===== src/hw/rtl/hrza_pkg.sv =====
package hrza_pkg;

	localparam int TimeBitsDef = 32;

	localparam int BpmW = 8;
	localparam int RateW = 12;
	localparam int DelayW = 32;
	localparam int HoldW = 16;
	localparam int StampW = 32;
	localparam int CfgIndexW = 3;
	localparam int CfgDataW = 32;

	typedef enum logic [1:0] {
		ZONE_CALM = 2'd0,
		ZONE_ELEVATED = 2'd1,
		ZONE_CRITICAL = 2'd2
	} zone_t;

	localparam logic [1:0] CMD_SAMPLE = 2'd0;
	localparam logic [1:0] CMD_CLR_WARN = 2'd1;
	localparam logic [1:0] CMD_CLR_DANGER = 2'd2;

	localparam logic [CfgIndexW-1:0] REG_SAFE_LOW = 3'd0;
	localparam logic [CfgIndexW-1:0] REG_SAFE_HIGH = 3'd1;
	localparam logic [CfgIndexW-1:0] REG_DANGER_BELOW = 3'd2;
	localparam logic [CfgIndexW-1:0] REG_DANGER_ABOVE = 3'd3;
	localparam logic [CfgIndexW-1:0] REG_WARNING_DELAY = 3'd4;
	localparam logic [CfgIndexW-1:0] REG_DANGER_DELAY = 3'd5;
	localparam logic [CfgIndexW-1:0] REG_WEAR_HOLD = 3'd6;

	// Fixed warning bands in Q8.4 bpm.
	localparam logic [RateW-1:0] WARN_LOW_MIN = 12'd640;
	localparam logic [RateW-1:0] WARN_LOW_MAX = 12'd784;
	localparam logic [RateW-1:0] WARN_HIGH_MIN = 12'd1616;
	localparam logic [RateW-1:0] WARN_HIGH_MAX = 12'd1760;

	typedef struct packed {
		logic [BpmW-1:0] safe_low;
		logic [BpmW-1:0] safe_high;
		logic [BpmW-1:0] danger_below;
		logic [BpmW-1:0] danger_above;
		logic [DelayW-1:0] warning_delay;
		logic [DelayW-1:0] danger_delay;
		logic [HoldW-1:0] wear_hold;
	} cfg_t;

	localparam cfg_t CFG_RESET = '{
		safe_low: 8'd50,
		safe_high: 8'd100,
		danger_below: 8'd39,
		danger_above: 8'd111,
		warning_delay: 32'd20000,
		danger_delay: 32'd5000,
		wear_hold: 16'd3000
	};

endpackage


===== src/hw/rtl/hrza_sample_if.sv =====
interface hrza_sample_if;
	logic valid;
	logic ready;
	logic [1:0] cmd;
	logic [11:0] bpm_x16;
	logic wearing;
	logic [31:0] now_ms;

	modport source (output valid, output cmd, output bpm_x16, output wearing, output now_ms,
		input ready);
	modport sink (input valid, input cmd, input bpm_x16, input wearing, input now_ms,
		output ready);
endinterface


===== src/hw/rtl/hrza_result_if.sv =====
interface hrza_result_if;
	logic valid;
	logic ready;
	logic [1:0] zone;
	logic warning_alert;
	logic danger_alert;
	logic [31:0] time_in_zone_ms;

	modport source (output valid, output zone, output warning_alert, output danger_alert,
		output time_in_zone_ms, input ready);
	modport sink (input valid, input zone, input warning_alert, input danger_alert,
		input time_in_zone_ms, output ready);
endinterface


===== src/hw/rtl/hrza_classify.sv =====
module hrza_classify
	import hrza_pkg::*;
(
	input cfg_t cfg,
	input logic [RateW-1:0] bpm_x16,
	input logic worn,
	output zone_t zone
);

	logic [RateW-1:0] safe_lo;
	logic [RateW-1:0] safe_hi;
	logic [RateW-1:0] dng_lo;
	logic [RateW-1:0] dng_hi;
	logic in_safe;
	logic in_danger;
	logic in_warn;

	assign safe_lo = {cfg.safe_low, 4'h0};
	assign safe_hi = {cfg.safe_high, 4'h0};
	assign dng_lo = {cfg.danger_below, 4'h0};
	assign dng_hi = {cfg.danger_above, 4'h0};

	assign in_safe = (bpm_x16 >= safe_lo) && (bpm_x16 <= safe_hi);
	assign in_danger = (bpm_x16 <= dng_lo) || (bpm_x16 >= dng_hi);
	assign in_warn = ((bpm_x16 >= WARN_LOW_MIN) && (bpm_x16 <= WARN_LOW_MAX)) ||
		((bpm_x16 >= WARN_HIGH_MIN) && (bpm_x16 <= WARN_HIGH_MAX));

	always_comb begin
		if (!worn) begin
			zone = ZONE_CALM;
		end else if (bpm_x16 == '0) begin
			zone = ZONE_CRITICAL;
		end else if (in_safe) begin
			zone = ZONE_CALM;
		end else if (in_danger) begin
			zone = ZONE_CRITICAL;
		end else if (in_warn) begin
			zone = ZONE_ELEVATED;
		end else begin
			zone = ZONE_CALM;
		end
	end

endmodule


===== src/hw/rtl/heart_rate_zone_alarm.sv =====
// Channel  Role    Payload
// sample   sink    cmd, bpm_x16, wearing, now_ms
// result   source  zone, warning_alert, danger_alert, time_in_zone_ms
// cfg      write   cfg_wen, cfg_index, cfg_data
//
// One word is accepted per cycle unless a stalled result holds the input register.
// The input register and the result register each hold one word, so a new word is
// taken while a finished result waits; a stalled result holds the input register.
// Reset clears the zone state, the latches and both valid flags and loads the
// configuration defaults.
module heart_rate_zone_alarm
	import hrza_pkg::*;
#(
	parameter int TIME_BITS = TimeBitsDef
) (
	input logic clk,
	input logic arst_n,
	hrza_sample_if.sink sample,
	hrza_result_if.source result,
	input logic cfg_wen,
	input logic [CfgIndexW-1:0] cfg_index,
	input logic [CfgDataW-1:0] cfg_data
);

	localparam int XW = TIME_BITS + 32;

	cfg_t cfg_q;

	logic valid_s1;
	logic [1:0] cmd_s1;
	logic [RateW-1:0] bpm_s1;
	logic wearing_s1;
	logic [StampW-1:0] now_s1;

	zone_t zone_q;
	logic [TIME_BITS-1:0] entry_q;
	logic [TIME_BITS-1:0] last_worn_q;
	logic warn_q;
	logic danger_q;

	logic valid_s2;
	zone_t zone_s2;
	logic warn_s2;
	logic danger_s2;
	logic [StampW-1:0] elapsed_s2;

	logic advance;
	logic is_sample;
	logic [XW-1:0] now_x;
	logic [TIME_BITS-1:0] now_t;
	logic [TIME_BITS-1:0] hold_gap;
	logic worn_eff;
	zone_t zone_cls;
	logic zone_chg;
	zone_t zone_d;
	logic [TIME_BITS-1:0] entry_d;
	logic [TIME_BITS-1:0] elapsed;
	logic [XW-1:0] elapsed_x;
	logic warn_d;
	logic danger_d;

	assign advance = valid_s1 && (!valid_s2 || result.ready);
	assign sample.ready = !valid_s1 || advance;
	assign is_sample = (cmd_s1 == CMD_SAMPLE);

	assign now_x = {{TIME_BITS{1'b0}}, now_s1};
	assign now_t = now_x[TIME_BITS-1:0];

	assign hold_gap = now_t - last_worn_q;
	assign worn_eff = wearing_s1 ||
		({32'b0, hold_gap} < {{(TIME_BITS + 16){1'b0}}, cfg_q.wear_hold});

	hrza_classify u_classify (
		.cfg(cfg_q),
		.bpm_x16(bpm_s1),
		.worn(worn_eff),
		.zone(zone_cls)
	);

	assign zone_chg = is_sample && (zone_cls != zone_q);
	assign zone_d = zone_chg ? zone_cls : zone_q;
	assign entry_d = zone_chg ? now_t : entry_q;
	assign elapsed = now_t - entry_d;
	assign elapsed_x = {32'b0, elapsed};

	always_comb begin
		warn_d = zone_chg ? 1'b0 : warn_q;
		danger_d = zone_chg ? 1'b0 : danger_q;
		if (is_sample && (zone_d == ZONE_ELEVATED) &&
			(elapsed_x >= {{TIME_BITS{1'b0}}, cfg_q.warning_delay})) begin
			warn_d = 1'b1;
		end
		if (is_sample && (zone_d == ZONE_CRITICAL) &&
			(elapsed_x >= {{TIME_BITS{1'b0}}, cfg_q.danger_delay})) begin
			danger_d = 1'b1;
		end
		if (cmd_s1 == CMD_CLR_WARN) begin
			warn_d = 1'b0;
		end
		if (cmd_s1 == CMD_CLR_DANGER) begin
			danger_d = 1'b0;
		end
	end

	always_ff @(posedge clk or negedge arst_n) begin
		if (!arst_n) begin
			cfg_q <= CFG_RESET;
		end else if (cfg_wen) begin
			case (cfg_index)
				REG_SAFE_LOW: cfg_q.safe_low <= cfg_data[BpmW-1:0];
				REG_SAFE_HIGH: cfg_q.safe_high <= cfg_data[BpmW-1:0];
				REG_DANGER_BELOW: cfg_q.danger_below <= cfg_data[BpmW-1:0];
				REG_DANGER_ABOVE: cfg_q.danger_above <= cfg_data[BpmW-1:0];
				REG_WARNING_DELAY: cfg_q.warning_delay <= cfg_data[DelayW-1:0];
				REG_DANGER_DELAY: cfg_q.danger_delay <= cfg_data[DelayW-1:0];
				REG_WEAR_HOLD: cfg_q.wear_hold <= cfg_data[HoldW-1:0];
				default: ;
			endcase
		end
	end

	always_ff @(posedge clk or negedge arst_n) begin
		if (!arst_n) begin
			valid_s1 <= 1'b0;
		end else if (sample.ready) begin
			valid_s1 <= sample.valid;
		end
	end

	always_ff @(posedge clk) begin
		if (sample.valid && sample.ready) begin
			cmd_s1 <= sample.cmd;
			bpm_s1 <= sample.bpm_x16;
			wearing_s1 <= sample.wearing;
			now_s1 <= sample.now_ms;
		end
	end

	always_ff @(posedge clk or negedge arst_n) begin
		if (!arst_n) begin
			zone_q <= ZONE_CALM;
			entry_q <= '0;
			last_worn_q <= '0;
			warn_q <= 1'b0;
			danger_q <= 1'b0;
		end else if (advance) begin
			zone_q <= zone_d;
			entry_q <= entry_d;
			if (is_sample && wearing_s1) begin
				last_worn_q <= now_t;
			end
			warn_q <= warn_d;
			danger_q <= danger_d;
		end
	end

	always_ff @(posedge clk or negedge arst_n) begin
		if (!arst_n) begin
			valid_s2 <= 1'b0;
		end else if (advance) begin
			valid_s2 <= 1'b1;
		end else if (result.ready) begin
			valid_s2 <= 1'b0;
		end
	end

	always_ff @(posedge clk) begin
		if (advance) begin
			zone_s2 <= zone_d;
			warn_s2 <= warn_d;
			danger_s2 <= danger_d;
			elapsed_s2 <= elapsed_x[StampW-1:0];
		end
	end

	assign result.valid = valid_s2;
	assign result.zone = zone_s2;
	assign result.warning_alert = warn_s2;
	assign result.danger_alert = danger_s2;
	assign result.time_in_zone_ms = elapsed_s2;

`ifndef SYNTHESIS
	a_warn_in_zone: assert property (@(posedge clk) disable iff (!arst_n)
		warn_q |-> (zone_q == ZONE_ELEVATED))
		else $error("Warning latch set outside the warning zone.");

	a_danger_in_zone: assert property (@(posedge clk) disable iff (!arst_n)
		danger_q |-> (zone_q == ZONE_CRITICAL))
		else $error("Danger latch set outside the danger zone.");

	a_entry_on_change: assert property (@(posedge clk) disable iff (!arst_n)
		(advance && zone_chg) |=> (entry_q == $past(now_t)))
		else $error("Zone change did not restart the zone timer.");

	a_hold_stalled_word: assert property (@(posedge clk) disable iff (!arst_n)
		(valid_s1 && !advance) |=> valid_s1)
		else $error("Input word dropped while the result was stalled.");

	a_state_only_on_advance: assert property (@(posedge clk) disable iff (!arst_n)
		!advance |=> ($stable(zone_q) && $stable(entry_q)))
		else $error("Zone state changed without a word being processed.");
`endif

endmodule


===== src/flat_wrapper.sv =====
// flat-port wrapper written by rule: the top's interface ports become plain ports
module heart_rate_zone_alarm_flat import hrza_pkg::*;
#(
	parameter int TIME_BITS = TimeBitsDef
)
  (clk, arst_n, cfg_wen, cfg_index, cfg_data, sample_valid, sample_cmd, sample_bpm_x16, sample_wearing, sample_now_ms, sample_ready, result_valid, result_zone, result_warning_alert, result_danger_alert, result_time_in_zone_ms, result_ready);
  hrza_sample_if sample_i ();
  hrza_result_if result_i ();
  input logic clk;
  input logic arst_n;
  input logic cfg_wen;
  input logic [CfgIndexW-1:0] cfg_index;
  input logic [CfgDataW-1:0] cfg_data;
  input wire logic [$bits(sample_i.valid)-1:0] sample_valid;
  input wire logic [$bits(sample_i.cmd)-1:0] sample_cmd;
  input wire logic [$bits(sample_i.bpm_x16)-1:0] sample_bpm_x16;
  input wire logic [$bits(sample_i.wearing)-1:0] sample_wearing;
  input wire logic [$bits(sample_i.now_ms)-1:0] sample_now_ms;
  output wire logic [$bits(sample_i.ready)-1:0] sample_ready;
  output wire logic [$bits(result_i.valid)-1:0] result_valid;
  output wire logic [$bits(result_i.zone)-1:0] result_zone;
  output wire logic [$bits(result_i.warning_alert)-1:0] result_warning_alert;
  output wire logic [$bits(result_i.danger_alert)-1:0] result_danger_alert;
  output wire logic [$bits(result_i.time_in_zone_ms)-1:0] result_time_in_zone_ms;
  input wire logic [$bits(result_i.ready)-1:0] result_ready;
  assign sample_i.valid = sample_valid;
  assign sample_i.cmd = sample_cmd;
  assign sample_i.bpm_x16 = sample_bpm_x16;
  assign sample_i.wearing = sample_wearing;
  assign sample_i.now_ms = sample_now_ms;
  assign sample_ready = sample_i.ready;
  assign result_valid = result_i.valid;
  assign result_zone = result_i.zone;
  assign result_warning_alert = result_i.warning_alert;
  assign result_danger_alert = result_i.danger_alert;
  assign result_time_in_zone_ms = result_i.time_in_zone_ms;
  assign result_i.ready = result_ready;
  heart_rate_zone_alarm #(.TIME_BITS(TIME_BITS)) u_core (.clk(clk), .arst_n(arst_n), .sample(sample_i), .result(result_i), .cfg_wen(cfg_wen), .cfg_index(cfg_index), .cfg_data(cfg_data));
endmodule

===== config.mk =====
export PLATFORM = sky130hd
export DESIGN_NAME = heart_rate_zone_alarm_flat
export DESIGN_NICKNAME = d
export VERILOG_FILES = /design/src/hw/rtl/hrza_pkg.sv /design/src/hw/rtl/hrza_sample_if.sv /design/src/hw/rtl/hrza_result_if.sv /design/src/hw/rtl/hrza_classify.sv /design/src/hw/rtl/heart_rate_zone_alarm.sv /design/src/flat_wrapper.sv
export SDC_FILE = /design/constraint.sdc
export NUM_CORES = 1
export LEC_CHECK = 0
export BUFFER_PORTS_ARGS = -buffer_cell sky130_fd_sc_hd__clkbuf_2
export CAP_MARGIN = 20
export CORE_MARGIN = 2
export CORE_UTILIZATION = 65
export DETAILED_ROUTE_END_ITERATION = 8
export PLACE_DENSITY = 0.92
export SETUP_SLACK_MARGIN = 0.02
export SLEW_MARGIN = 20
export SYNTH_ARGS = -nofsm -noshare
export SYNTH_HDL_FRONTEND = slang
export SYNTH_SLANG_ARGS = --single-unit

===== constraint.sdc =====
create_clock -name clk -period 16.7 [get_ports clk]
set_input_delay 0.835 -clock clk [delete_from_list [all_inputs] [get_ports clk]]
set_output_delay 0.835 -clock clk [all_outputs]
set_load 0.005 [all_outputs]

### After elaboration in Yosys (flattened, before gate mapping)

Index checks and enable logic that the tools add are counted.

* $add $sub $neg: 2
* $mul: 0
* div/mod/pow operators: 0
* $lt $le $gt $ge: 11
* equality and inequality tests: 11
* shift operators: 0
* multiplexer cells: 15
* bitwise operators: 0
* reduce and logical (&&, ||, !) cells: 30

Operators with widths (count)
* $ge A32 B32 Y1: 2
* $sub A32 B32 Y32: 2
* $lt A32 B16 Y1: 1
* $mux W32: 1
* $ge A12 B12 Y1: 2
* $le A12 B12 Y1: 2
* $reduce_and A2 Y1: 8
* $ge A12 B10 Y1 const B: 1
* $ge A12 B11 Y1 const B: 1
* $le A12 B10 Y1 const B: 1
* $le A12 B11 Y1 const B: 1
* $logic_not A12 Y1: 1
* $logic_and A1 B1 Y1: 11
* $mux W2: 5
* $eq A3 B3 Y1 const B: 3
* $mux W1: 9
* $eq A3 B2 Y1 const B: 2
* $logic_or A1 B1 Y1: 5
* $eq A2 B1 Y1 const B: 2
* $eq A2 B2 Y1 const B: 2
* $eq A3 B1 Y1 const B: 1
* $logic_not A3 Y1: 1
* $logic_not A1 Y1: 2
* $logic_not A2 Y1: 1
* other kinds (2): 2

* bits in registers: 265
* bits in latches: 0
* bits in writable memories: 0
* memory bits (read-only): 0
* bits of input ports: 87
* output and inout bits: 38
* logic and storage cells: 91
* memories: 0

### Longest topological paths before layout

Gate-level depths: netlist of the first run.

* depth in word-level cells: 16
* mapped depth: 48
* mapped depth without buffers: 48

### Modules after synthesis

From an unflattened synthesis of the first run, not the netlist that was laid out.

* cells, all modules: 1484
* area total of the unflattened synthesis: 15806.4 µm²

By module, submodules not included
* heart_rate_zone_alarm: times used 1, cells an instance 1359, area an instance 14890.5 µm²
* hrza_classify: times used 1, cells an instance 125, area an instance 915.9 µm²

### Worst setup path after synthesis of the first run

Ideal clock, no wire load.

* path type: register to register
* start: reg u_core.now_s1[0]
* end: reg u_core.warn_s2 (netlist: u_core.result.warning_alert) (data pin)
* library setup time: 0.265 ns
* arrival: 8.074 ns
* path slack: 8.361 ns
* cell stages (with the launch flop): 45
* buffers on the path: 1
* clock period less this slack: 8.339 ns
* path through: edfxtp_1 -> inv_1 -> ha_1 -> fa_1 -> nor2b_4 -> o31a_1 -> o21ai_0 -> nand2b_1 -> and2_1 -> nor2_1 -> ha_1 -> and3_1 -> a221o_1 -> a311oi_1 -> a211oi_1 -> nor4_1 -> nor4bb_1 -> nand4_1 -> [9 not listed] -> a31oi_1 -> o211ai_1 -> nand2_1 -> a21o_1 -> a21oi_1 -> o21bai_1 -> a21oi_1 -> xnor2_1 -> ha_1 -> o21ai_0 -> a21oi_1 -> o21a_1 -> o21ai_0 -> a31oi_1 -> a211o_1 -> a211oi_1 -> or4_4 -> o211ai_2

* word-level cells in the longest chain between the ends: 12
* elaborated cells on any way between the ends: 16
* classes of those cells: add/sub: 2; order compare: 2; eq/ne: 2; mux: 6; reduce/logical: 4

RTL lines
* start, declared: RTL line heart_rate_zone_alarm.sv:33 `logic [StampW-1:0] now_s1;`
* start signal, assigned: RTL line heart_rate_zone_alarm.sv:135 `now_s1 <= sample.now_ms;`
* $sub A32 B32 Y32: RTL line heart_rate_zone_alarm.sv:69 `assign hold_gap = now_t - last_worn_q;`
* $lt A32 B16 Y1: RTL line heart_rate_zone_alarm.sv:71 `({32'b0, hold_gap} < {{(TIME_BITS + 16){1'b0}}, cfg_q.wear_hold});`
* $logic_or A1 B1 Y1: RTL line heart_rate_zone_alarm.sv:70 `assign worn_eff = wearing_s1 ||`
* $mux W2: RTL line hrza_classify.sv:29 `if (!worn) begin`
* $ne A2 B2 Y1: RTL line heart_rate_zone_alarm.sv:80 `assign zone_chg = is_sample && (zone_cls != zone_q);`
* $logic_and A1 B1 Y1: RTL line heart_rate_zone_alarm.sv:80
* $mux W32: RTL line heart_rate_zone_alarm.sv:82 `assign entry_d = zone_chg ? now_t : entry_q;`
* $sub A32 B32 Y32 (*): RTL line heart_rate_zone_alarm.sv:83 `assign elapsed = now_t - entry_d;`
* via u_core.elapsed[20]: RTL line heart_rate_zone_alarm.sv:57 `logic [TIME_BITS-1:0] elapsed;`
* $ge A32 B32 Y1 (*): RTL line heart_rate_zone_alarm.sv:90 `(elapsed_x >= {{TIME_BITS{1'b0}}, cfg_q.warning_delay})) begin`
* $logic_and A1 B1 Y1 (*): RTL line heart_rate_zone_alarm.sv:89 `if (is_sample && (zone_d == ZONE_ELEVATED) &&`
* $mux W1 (*): RTL line heart_rate_zone_alarm.sv:89
* $mux W1 (*): RTL line heart_rate_zone_alarm.sv:97 `if (cmd_s1 == CMD_CLR_WARN) begin`
* via u_core.warn_d: RTL line heart_rate_zone_alarm.sv:59 `logic warn_d;`
* end signal, assigned: RTL line heart_rate_zone_alarm.sv:170 `warn_s2 <= warn_d;`
* end, declared: RTL line heart_rate_zone_alarm.sv:43 `logic warn_s2;`

Mark *: on every way through the listed nets, which the timed path passes. The rest lies on a longest branch.
A chain may end at the register's enable or synchronous reset.

### Final worst setup path of the first run

* start: reg u_core.now_s1[0]
* end: reg u_core.warn_s2 (netlist: u_core.result.warning_alert) (data pin)

* word-level cells in the longest chain between the ends: 12
* elaborated cells on any way between the ends: 16
* classes of those cells: add/sub: 2; order compare: 2; eq/ne: 2; mux: 6; reduce/logical: 4

RTL lines
* $sub A32 B32 Y32: RTL line heart_rate_zone_alarm.sv:69
* $lt A32 B16 Y1: RTL line heart_rate_zone_alarm.sv:71
* $logic_or A1 B1 Y1: RTL line heart_rate_zone_alarm.sv:70
* $mux W2: RTL line hrza_classify.sv:29
* $ne A2 B2 Y1: RTL line heart_rate_zone_alarm.sv:80
* $logic_and A1 B1 Y1: RTL line heart_rate_zone_alarm.sv:80
* $mux W32 (*): RTL line heart_rate_zone_alarm.sv:82
* via u_core.entry_d[0]: RTL line heart_rate_zone_alarm.sv:56 `logic [TIME_BITS-1:0] entry_d;`
* $sub A32 B32 Y32 (*): RTL line heart_rate_zone_alarm.sv:83
* via u_core.elapsed[20]: RTL line heart_rate_zone_alarm.sv:57
* $ge A32 B32 Y1 (*): RTL line heart_rate_zone_alarm.sv:90
* $logic_and A1 B1 Y1 (*): RTL line heart_rate_zone_alarm.sv:89
* $mux W1 (*): RTL line heart_rate_zone_alarm.sv:89
* $mux W1 (*): RTL line heart_rate_zone_alarm.sv:97
* via u_core.warn_d: RTL line heart_rate_zone_alarm.sv:59

Marks and branches as above.

==> impl_metrics.yaml, run 1 <==
pwr:
  power_mw: 3.26
  powerDensity_nw_per_um2: 180
  ir_worst_vdd_uv: 151
  p_leak_nw: 8.55
final_layout:
  final_core_util: 0.743
  diodes: 0
  drive_gt1_frac: 0.218
  final_cell_mix: "ha_1 (173), inv_1 (164), dfrtp_1 (149), clkbuf_2 (123), nand2_1 (116)"
  fillers: 1632
  finalNetCount: 1905
  area_growth_pct: 11.7
  final_common_cell: "ha_1"
clock_network:
  cts_setup_buffers: 0
  post_cts_resized: 0
  cts.sinks: 265
  clkLatencyLatePin_ns: 0.56
  cts-root-buf: "clkbuf_16"
  cts_buffers: 29
  cts_tree: "done"
  cts_hold_buf: 0
  htreeDepth: 1
  cts_buffer_depth: 3
  clkTransAtPathRegs_ns: 0.06
worst_setup_path:
  ff2ff_setup_slack_ns: 6.14
  path_class: "reg2reg"
  crit_fanout: 31
  start_kind: "flop"
  cp_slowest_stage_delay_ns: 0.48
  crit_arrival_ns: 10.85
  slowest_stage: "buf_4"
  endpoint_kind: "flop"
  cp.required_ns: 16.99
timing:
  drv_slew: 0
  clock.fmax_mhz: 94.7
  min_period_ns: 10.56
  relSlewSlack: 0.239
  setup_violations: 0
  worstMarginPinSlew_ns: 1.14
  setup-tns-final_ns: 0
  worst_clock_skew_ns: 0.0212
  hold_violations: 0
  rsz0062_at_grt: "no"
  timing.final.crit_share: 0.632
routing:
  drt_iter0_markers: 1002
  drcViolationCount: 0
  vias: 12241
  vias_per_cell: 6.15
  wl_um: 39200
  wl_per_cell_um: 19.7
  drt-pass1-iter-count: 5
  ant_nets: 0
global_route:
  grt_pass1_wl_um: 63000
  overflow: 0
  grt_max_degree: 68
  antenna_found_initial: 0
  grt_pass1_vias: 12535
  grt_usage: 0.299
place:
  port_buffers: 124
  routabilityCongestion: 0.912
  dp_hpwl_um: 28800
synth:
  synth_area_um2: 16200
  yosys-top-cells-area: "dfrtp_1 (23%), edfxtp_1 (15%), ha_1 (13%), mux2_2 (6.7%), dfstp_2 (5.3%)"
  syn-num-nets: 1777
  async_flop_share: 0.687
  ys_ff_latch: 265
  synth_edf_count: 83
  yosys_warnings: 0
  seq_area_frac_synth: 0.437
  yosysTopAreaCell: "dfrtp_1"
  synth_top_area_frac: 0.230
  synthCells: 1515
  ys.flop_type: "dfrtp_1"
  syn_avg_cell_area_um2: 10.7
  synth_cell_types: 80
job:
  drv_cap: 0
min_path:
  hp-class: "in2async"
floorplan:
  die_x_um: 162
  fp.coreArea_um2: 24400
  die_height_um: 162
  io_pins: 125
  die-area_um2: 26300
  rows: 57
  start_util: 0.666
status:
  status: "finished clean"
-- synthesized netlist by cell type (5+ instances only) --
master	instances
nand2b_1	12
ha_1	173
nor2b_1	12
nand3_1	20
o21a_1	18
a211oi_1	9
mux2_4	30
or3_1	5
o21bai_1	9
nand4_1	23
edfxtp_1	83
mux2_2	97
o211ai_1	9
nor3b_1	5
and2_1	8
nor3_1	11
a21o_1	44
o2111ai_1	7
o21ai_0	107
xor2_1	15
nor4_1	7
xnor2_1	32
nor2_1	57
a31oi_1	6
clkbuf_1	24
dfrtp_1	149
a311oi_1	5
buf_2	6
nand2_1	116
a211o_1	8
mux2i_1	30
inv_1	165
and3_1	7
a21oi_1	85
or2_2	6
dfstp_2	33
-- report_power, final --
group          switching (mW)  total (mW)  internal (mW)
logic                   0.916        1.62          0.708
registers               0.100       0.991          0.891
clock network           0.263       0.640          0.378
total                    1.28        3.26           1.98
-- logic make-up (layout without fill, tap and decap cells) --
kind of cell               after synthesis  in the layout  share of synthesized area
AOI/OAI and AO/OA                      361            361                      0.145
and+or+nand+nor                        308            308                     0.0942
DFF                                    265            265                      0.437
buffers and inverters                  202            353                     0.0493
adders and majority gates              175            175                      0.136
muxes                                  157            157                      0.114
xor gates and xnor gates                47             47                     0.0254
-- path summary, 6_finish.rpt --
path / from / endpoint / cells past startpoint
max in group asynchronous: arst_n / u_core.entry_q[28] / 3
worst max-delay path: u_core.now_s1[0] / u_core.result.warning_alert / 46
worst max register to register: u_core.now_s1[0] / u_core.result.warning_alert / 46
worst min register to register: u_core.last_worn_q[3] / u_core.last_worn_q[3] / 1
worst min-delay path: arst_n / u_core.cfg_q[39] / 1
min in group clk: sample_bpm_x16[5] / u_core.bpm_s1[5] / 1
-- state kept, by name (all words and copies together) (netlist names), 2 cells and up --
signal and cells:
u_core.result.zone 2, u_core.last_worn_q 32, u_core.bpm_s1 12, u_core.entry_q 32
u_core.now_s1 32, u_core.result.time_in_zone_ms 32, u_core.zone_q 2, u_core.cfg_q 112
u_core.cmd_s1 2
-- critical path: cells and delay by family (launching register included) --
family	cells	cell delay [ns]
buffers and inverters	3	0.64
AO/OA/AOI/OAI	22	4.51
multiplexers	1	0.27
AND/OR/NAND/NOR	13	2.39
adder cells (fa/ha/maj)	6	1.84
XOR/XNOR	1	0.23
flip-flops	1	0.38
-- layout make-up --
type                    count  area [µm²]  area share
repair buffers            134         702      0.0387
clock inverters            12         119     0.00656
flip-flops and latches    265        7090       0.391
inverters                 165         619      0.0342
clock buffers              42         836      0.0461
well taps                 324         405      0.0224
multi-input cells        1048        8360       0.461
-- stage by stage --
stage,instance area (µm²),setup WS (ns),hold slack [ns],instances
final,18100,6.14,0.225,1990
after global routing,18100,5.71,0.261,1990
after CTS,18100,6.35,0.233,1990
after detailed placement,17200,6.58,0.490,1936
after global placement,17200,7.09,0.468,1936
after floorplan,16200,8.36,0.456,1515
-- routing by layer --
| layer | vias up | part of all wire | global-route usage |
|---|---|---|---|
| li1 | 5721 | - | - |
| met1 | 5939 | 0.41 | 0.385 |
| met2 | 464 | 0.49 | 0.516 |
| met3 | 117 | 0.056 | 0.0373 |
| met4 | 0 | 0.040 | 0.116 |
| met5 | - | 0 | 0 |
No activity file was read; power rests on OpenSTA's default activity.
==> inputs of run 2 (changes only) <==
Settings changed: ABC_AREA from default to 1, CORE_UTILIZATION 65 to 62, PLACE_DENSITY 0.92 to 0.89.
Clock period 16.7 ns to 9.9 ns, I/O delays scaled along.
==> run 2 against run 1 <==
Area after synthesis increased by 4.3%. Power increased by 83%. Die area increased by 9.1%. Largest cell class unchanged.
==> impl_metrics.yaml, run 2 <==
worst_setup_path:
  ff2ff_setup_slack_ns: 1.01
  cp_slowest_stage_delay_ns: 0.48
  endpoint_kind: "flop"
  cpMostUsedCell: "nand2_1"
  reg2regPathDepth: 45
  cp.required_ns: 10.30
  crit_fanout: 56
  timing.rr.end: "u_core.result.danger_alert"
  slowest_stage: "edfxtp_1"
  reg2reg_from: "u_core.now_s1[7]"
  crit_arrival_ns: 9.28
  start_kind: "flop"
  path_class: "reg2reg"
min_path:
  min_to: "u_core.wearing_s1"
  hp-class: "in2reg"
  worstHoldPathCells: 1
  hp-start: "sample_wearing"
floorplan:
  die_x_um: 169
  die_height_um: 169
  rows: 60
  fp.coreArea_um2: 26900
  die-area_um2: 28600
  io_pins: 125
  start_util: 0.630
pwr:
  swShare: 0.442
  p_clk_frac: 0.191
  p_switching_mw: 2.63
  p_leak_nw: 9.89
  ir_worst_vdd_uv: 193
  combPwrFrac: 0.533
  seq_power_share: 0.277
  internal-power_mw: 3.33
  powerDensity_nw_per_um2: 316
final_layout:
  drive_gt1_frac: 0.130
  diodes: 0
  largest-register: "u_core.cfg_q"
  finalNetCount: 2514
  final_common_cell: "nand2_1"
  fillers: 2055
  fin_area_um2: 18900
  area_growth_pct: 11.6
  largest_register_ff_count: 112
  layout.cells.non_filler: 2614
  final_cell_mix: "nand2_1 (555), inv_1 (388), ha_1 (173), o21ai_0 (161), dfrtp_1 (149)"
global_route:
  grt_usage: 0.307
  antenna_found_initial: 0
  met2_usage: 0.509
  grt_pass1_vias: 14510
  grt_max_degree: 75
  busiest_layer: "met2"
  grt_pass1_wl_um: 70800
  met3_usage: 0.0410
  overflow: 0
  globalRouteMet1Util: 0.424
place:
  port_buffers: 124
  dp.cells: 2561
  dp_hpwl_um: 33000
  placed_cell_area_um2: 17800
  routabilityCongestion: 0.959
timing:
  min_period_ns: 8.89
  worstMarginPinSlew_ns: 1.00
  worst_clock_skew_ns: 0.0264
  hold_violations: 0
  relSlewSlack: 0.331
  setup-tns-final_ns: 0
  drv_slew: 0
  clock.fmax_mhz: 113
  timing.final.crit_share: 0.898
  rsz0062_at_grt: "no"
  setup_violations: 0
routing:
  vias: 14757
  drt-pass1-iter-count: 7
  wl_per_cell_um: 16.9
  vias_per_cell: 5.65
  drcViolationCount: 0
  ant_nets: 0
  wl_um: 44300
  drt_iter0_markers: 1325
clock_network:
  cts_tree: "done"
  clkLatencyLatePin_ns: 0.56
  cts.sinks: 265
  cts_buffers: 27
  htreeDepth: 1
  clkTransAtPathRegs_ns: 0.07
  cts-root-buf: "clkbuf_16"
  cts_hold_buf: 1
  post_cts_resized: 0
  cts_setup_buffers: 0
  cts_buffer_depth: 3
job:
  drv_cap: 0
synth:
  synthCells: 2129
  syn_avg_cell_area_um2: 7.95
  synth_cell_types: 54
  synth_top_area_frac: 0.220
  yosys_warnings: 0
  yosysTopAreaCell: "dfrtp_1"
  synth.most_common_cell: "nand2_1"
  ys_ff_latch: 265
  seq_area_frac_synth: 0.419
  ys.flop_type: "dfrtp_1"
  syn-num-nets: 2391
  synth_edf_count: 83
  yosys-top-cells-area: "dfrtp_1 (22%), edfxtp_1 (15%), ha_1 (13%), nand2_1 (12%), inv_1 (8.6%)"
  synthTopCellsByCount: "nand2_1 (557), inv_1 (389), ha_1 (173)"
  synth_area_um2: 16900
  async_flop_share: 0.687
status:
  status: "finished clean"
run 2: cell count changes after synthesis, moves of 46 or more:
cell / before / now
o21ai_0: 107 / 161
inv_1: 165 / 389
mux2_2: 97 / 0
a21oi_1: 85 / 131
nor2_1: 57 / 112
nand2_1: 116 / 557
run 2: final cells by class:
cell class | count | area, µm² | share of cell area
sequential | 265 | 7090 | 0.375
clock inverter | 11 | 181 | 0.00961
clock buffer | 39 | 822 | 0.0435
inverter | 398 | 1500 | 0.0792
timing repair buffer | 133 | 722 | 0.0382
multi-input combinational | 1427 | 8150 | 0.432
tap | 341 | 427 | 0.0226
run 2: worst max-delay path, delay by kind of cell (launching register included):
family / cells / cell delay (ns)
and+or+nand+nor: 23 / 3.15
AOI/OAI and AO/OA: 16 / 3.05
adders and majority gates: 4 / 1.36
DFF: 1 / 0.48
buffers and inverters: 1 / 0.48
xor gates and xnor gates: 1 / 0.19
run 2: how the worst max path moves through the flow:
stage	depth (start not counted)	slack, ns	startpoint	end
6_report	45	1.01	u_core.now_s1[7]	u_core.result.danger_alert
5_1_grt	47	0.14	u_core.now_s1[5]	u_core.result.danger_alert
4_1_cts	45	1.19	u_core.now_s1[14]	u_core.result.danger_alert
3_5_place_dp	45	1.26	u_core.now_s1[13]	u_core.result.danger_alert
3_3_place_gp	45	1.53	u_core.now_s1[13]	u_core.result.danger_alert
2_1_floorplan	50	2.98	u_core.now_s1[7]	u_core.result.danger_alert
run 2: through the flow:
step | util | power, mW | hold slack (ns) | setup slack, ns
2_1_floorplan | - | 3.79 | 0.199 | 2.98
3_3_place_gp | 0.664 | 4.54 | 0.466 | 1.53
3_5_place_dp | 0.664 | 4.70 | 0.473 | 1.26
4_1_cts | 0.701 | 5.89 | 0.0935 | 1.19
5_1_grt | 0.703 | 6.41 | 0.0938 | 0.144
6_report | 0.703 | 5.96 | 0.102 | 1.01
run 2: logic make-up (layout without fill, tap and decap cells):
family / after synthesis / count (layout) / synth area share
mux: 1 / 1 / 0.000591
compound gates: 387 / 387 / 0.127
flops: 265 / 265 / 0.419
simple gates: 823 / 823 / 0.202
fa+ha+maj: 175 / 175 / 0.130
buf+inv: 437 / 581 / 0.100
xor+xnor: 41 / 41 / 0.0212
run 2: power by group through the flow:
stage                     clock (mW)  sequential (mW)  combinational (mW)
after global placement             0             1.64                2.89
after detailed placement           0             1.66                3.04
final                           1.14             1.65                3.18
after global routing            1.18             1.67                3.55
after floorplan                    0             1.62                2.17
after CTS                       1.14             1.64                3.11
run 2: layer usage:
layer	wire (µm)	part of all wire
met4	1320	0.030
met5	0	0
met3	3080	0.070
met2	20900	0.47
met1	19000	0.43
==> inputs of run 3 (changes only) <==
Settings changed: SYNTH_HIERARCHICAL from default to 1.
==> run 3 against run 2 <==
Clock-buffer cell count is 4 lower. Fmax up 9.6%. Clock power is 6% lower. Critical path depth decreased by 1. Synthesized cell count rose by 1.9%. Final area is 0.28% higher. Global-route usage up 1.2 points. Area after synthesis up 0.47%. Wire length up 2.4%.
==> impl_metrics.yaml, run 3 <==
job:
  drv_cap: 0
routing:
  wl_um: 45300
  ant_nets: 0
  wl_per_cell_um: 17.1
  drt_iter0_markers: 1515
  vias: 14938
  drcViolationCount: 0
  drt-pass1-iter-count: 6
  vias_per_cell: 5.63
worst_setup_path:
  ff2ff_setup_slack_ns: 1.79
  cp.required_ns: 10.27
  slowest_stage: "o21ai_4"
  crit_arrival_ns: 8.48
  cpMostUsedCell: "nand3_1"
  reg2reg_from: "u_core/now_s1[0]"
  cp_slowest_stage_delay_ns: 0.71
  endpoint_kind: "flop"
  crit_fanout: 35
  path_class: "reg2reg"
  reg2regPathDepth: 44
  start_kind: "flop"
  timing.rr.end: "u_core/result.warning_alert"
  critPathCapture: "u_core/result.warning_alert"
  critPathLaunch: "u_core/now_s1[0]"
synth:
  yosysTopAreaCell: "dfrtp_1"
  synth_area_um2: 17000
  yosys_warnings: 6
  synth_cell_types: 46
  synth_top_family_by_area: "simple AND/OR/NAND/NOR gates"
  synthCells: 2169
  ys_ff_latch: 265
  synth.most_common_cell: "nand2_1"
  syn-num-nets: 2431
  ys.flop_type: "dfrtp_1"
  yosys-mux-area-fraction: 0
  yosys.area_share.simple: 0.210
  syn_avg_cell_area_um2: 7.84
  synth_top_area_frac: 0.219
  synth_edf_count: 83
  synthTopCellsByCount: "nand2_1 (574), inv_1 (397), o21ai_0 (203)"
  yosys-top-cells-area: "dfrtp_1 (22%), edfxtp_1 (15%), ha_1 (13%), nand2_1 (13%), inv_1 (8.8%)"
  async_flop_share: 0.687
  synth-compound-area-share: 0.122
  seq_area_frac_synth: 0.417
  yosys.area_share.adder: 0.130
  synth_xor_area_frac: 0.0237
clock_network:
  post_cts_resized: 0
  cts-root-buf: "clkbuf_16"
  clkLatencyLatePin_ns: 0.55
  htreeDepth: 1
  cts_tree: "done"
  cts_buffer_depth: 3
  cts_buffers: 28
  cts.sinks: 265
  clkTransAtPathRegs_ns: 0.06
global_route:
  grt_pass1_wl_um: 72800
  grt_max_degree: 68
  grt_pass1_vias: 14525
  overflow: 0
  antenna_found_initial: 1
  grt_usage: 0.320
final_layout:
  final_core_util: 0.703
  drive_gt1_frac: 0.119
  largest-register: "u_core/cfg_q"
  area_growth_pct: 11.4
  final_common_cell: "nand2_1"
  finalNetCount: 2552
  final_cell_mix: "nand2_1 (571), inv_1 (396), o21ai_0 (203), ha_1 (173), dfrtp_1 (149)"
  largest_register_ff_count: 112
  diodes: 0
timing:
  relSlewSlack: 0.273
  setup-tns-final_ns: 0
  clock.fmax_mhz: 123
  timing.final.crit_share: 0.819
  min_period_ns: 8.11
  worstMarginPinSlew_ns: 1.09
  drv_slew: 0
  rsz0062_at_grt: "no"
  hold_violations: 0
  worst_clock_skew_ns: 0.0247
  setup_violations: 0
place:
  dp_hpwl_um: 34200
  port_buffers: 124
  routabilityCongestion: 0.989
floorplan:
  fp.coreArea_um2: 27000
  die_height_um: 170
  rows: 60
  start_util: 0.631
  die-area_um2: 28800
  die_x_um: 170
  io_pins: 125
min_path:
  hp-class: "in2reg"
status:
  status: "finished clean"
pwr:
  p_leak_nw: 9.87
  ir_worst_vdd_uv: 171
  powerDensity_nw_per_um2: 286
## run 3: cell types whose count changed after synthesis, moves of 7 or more
cell     delta
nand2_2    -15
o21ai_0    +42
a21o_1      +7
nor2_1     +17
o21ai_2    -16
inv_1       +8
nand2_1    +17
o21ai_1    -25
nor3_1      +8
## run 3: metrics by stage
| step | worst slack [ns] | cell area [µm²] | hold slack, ns | instances | power [mW] |
|---|---|---|---|---|---|
| 2_1_floorplan | 3.47 | 17000 | 0.199 | 2169 | 3.49 |
| 3_3_place_gp | 2.24 | 18000 | 0.463 | 2600 | 4.17 |
| 3_5_place_dp | 2.01 | 18000 | 0.469 | 2600 | 4.28 |
| 4_1_cts | 1.93 | 18900 | 0.110 | 2653 | 5.39 |
| 5_1_grt | 1.05 | 18900 | 0.110 | 2653 | 5.87 |
| 6_report | 1.79 | 18900 | 0.118 | 2653 | 5.42 |
## run 3: final cells by class
class	instances	area [µm²]
Fill cell	2060	8010
Inverter	402	1510
Clock buffer	35	790
Multi-Input combinational cell	1463	8290
Sequential cell	265	7090
Clock inverter	17	158
Tap cell	341	427
Timing Repair Buffer	130	674
## run 3: worst min path at each step
stage / startpoint / endpoint / slack (ns) / depth (start not counted)
2_1_floorplan: arst_n / u_core/cfg_q[0] / 0.20 / 0
3_3_place_gp: arst_n / u_core/cfg_q[106] / 0.46 / 1
3_5_place_dp: u_core/entry_q[0] / u_core/entry_q[0] / 0.47 / 2
4_1_cts: sample_bpm_x16[0] / u_core/bpm_s1[0] / 0.11 / 1
5_1_grt: sample_bpm_x16[3] / u_core/bpm_s1[3] / 0.11 / 1
6_report: sample_bpm_x16[0] / u_core/bpm_s1[0] / 0.12 / 1
## run 3: routing by layer
metal | vias up | routed length, µm | global-route usage
li1 | 7186 | - | -
met1 | 7005 | 19400 | 0.444
met2 | 653 | 20900 | 0.524
met3 | 94 | 3630 | 0.0422
met4 | 0 | 1370 | 0.102
met5 | - | 0 | 0
## run 3: cell families (layout without fill, tap and decap cells)
family                   Yosys count  count (layout)
AO/OA/AOI/OAI                    383             383
XOR/XNOR                          46              46
adder cells (fa/ha/maj)          175             175
buffers and inverters            441             584
flip-flops                       265             265
AND/OR/NAND/NOR                  859             859
## run 3: timing repair
action	CTS	global route
endpoints found under the hold margin	47	0
hold buffers	1	0
buffers inserted	0	0
## run 3: critical path: cells and delay by family (launching register included)
family / cells / cell delay [ns]
XOR/XNOR: 3 / 0.64
AND/OR/NAND/NOR: 26 / 3.26
buffers and inverters: 5 / 0.79
flip-flops: 1 / 0.35
AO/OA/AOI/OAI: 5 / 1.34
adder cells (fa/ha/maj): 5 / 1.52
## run 3: report_power, final
part | switching, mW | internal (mW)
clock | 0.450 | 0.622
combinational | 1.73 | 0.995
sequential | 0.160 | 1.47
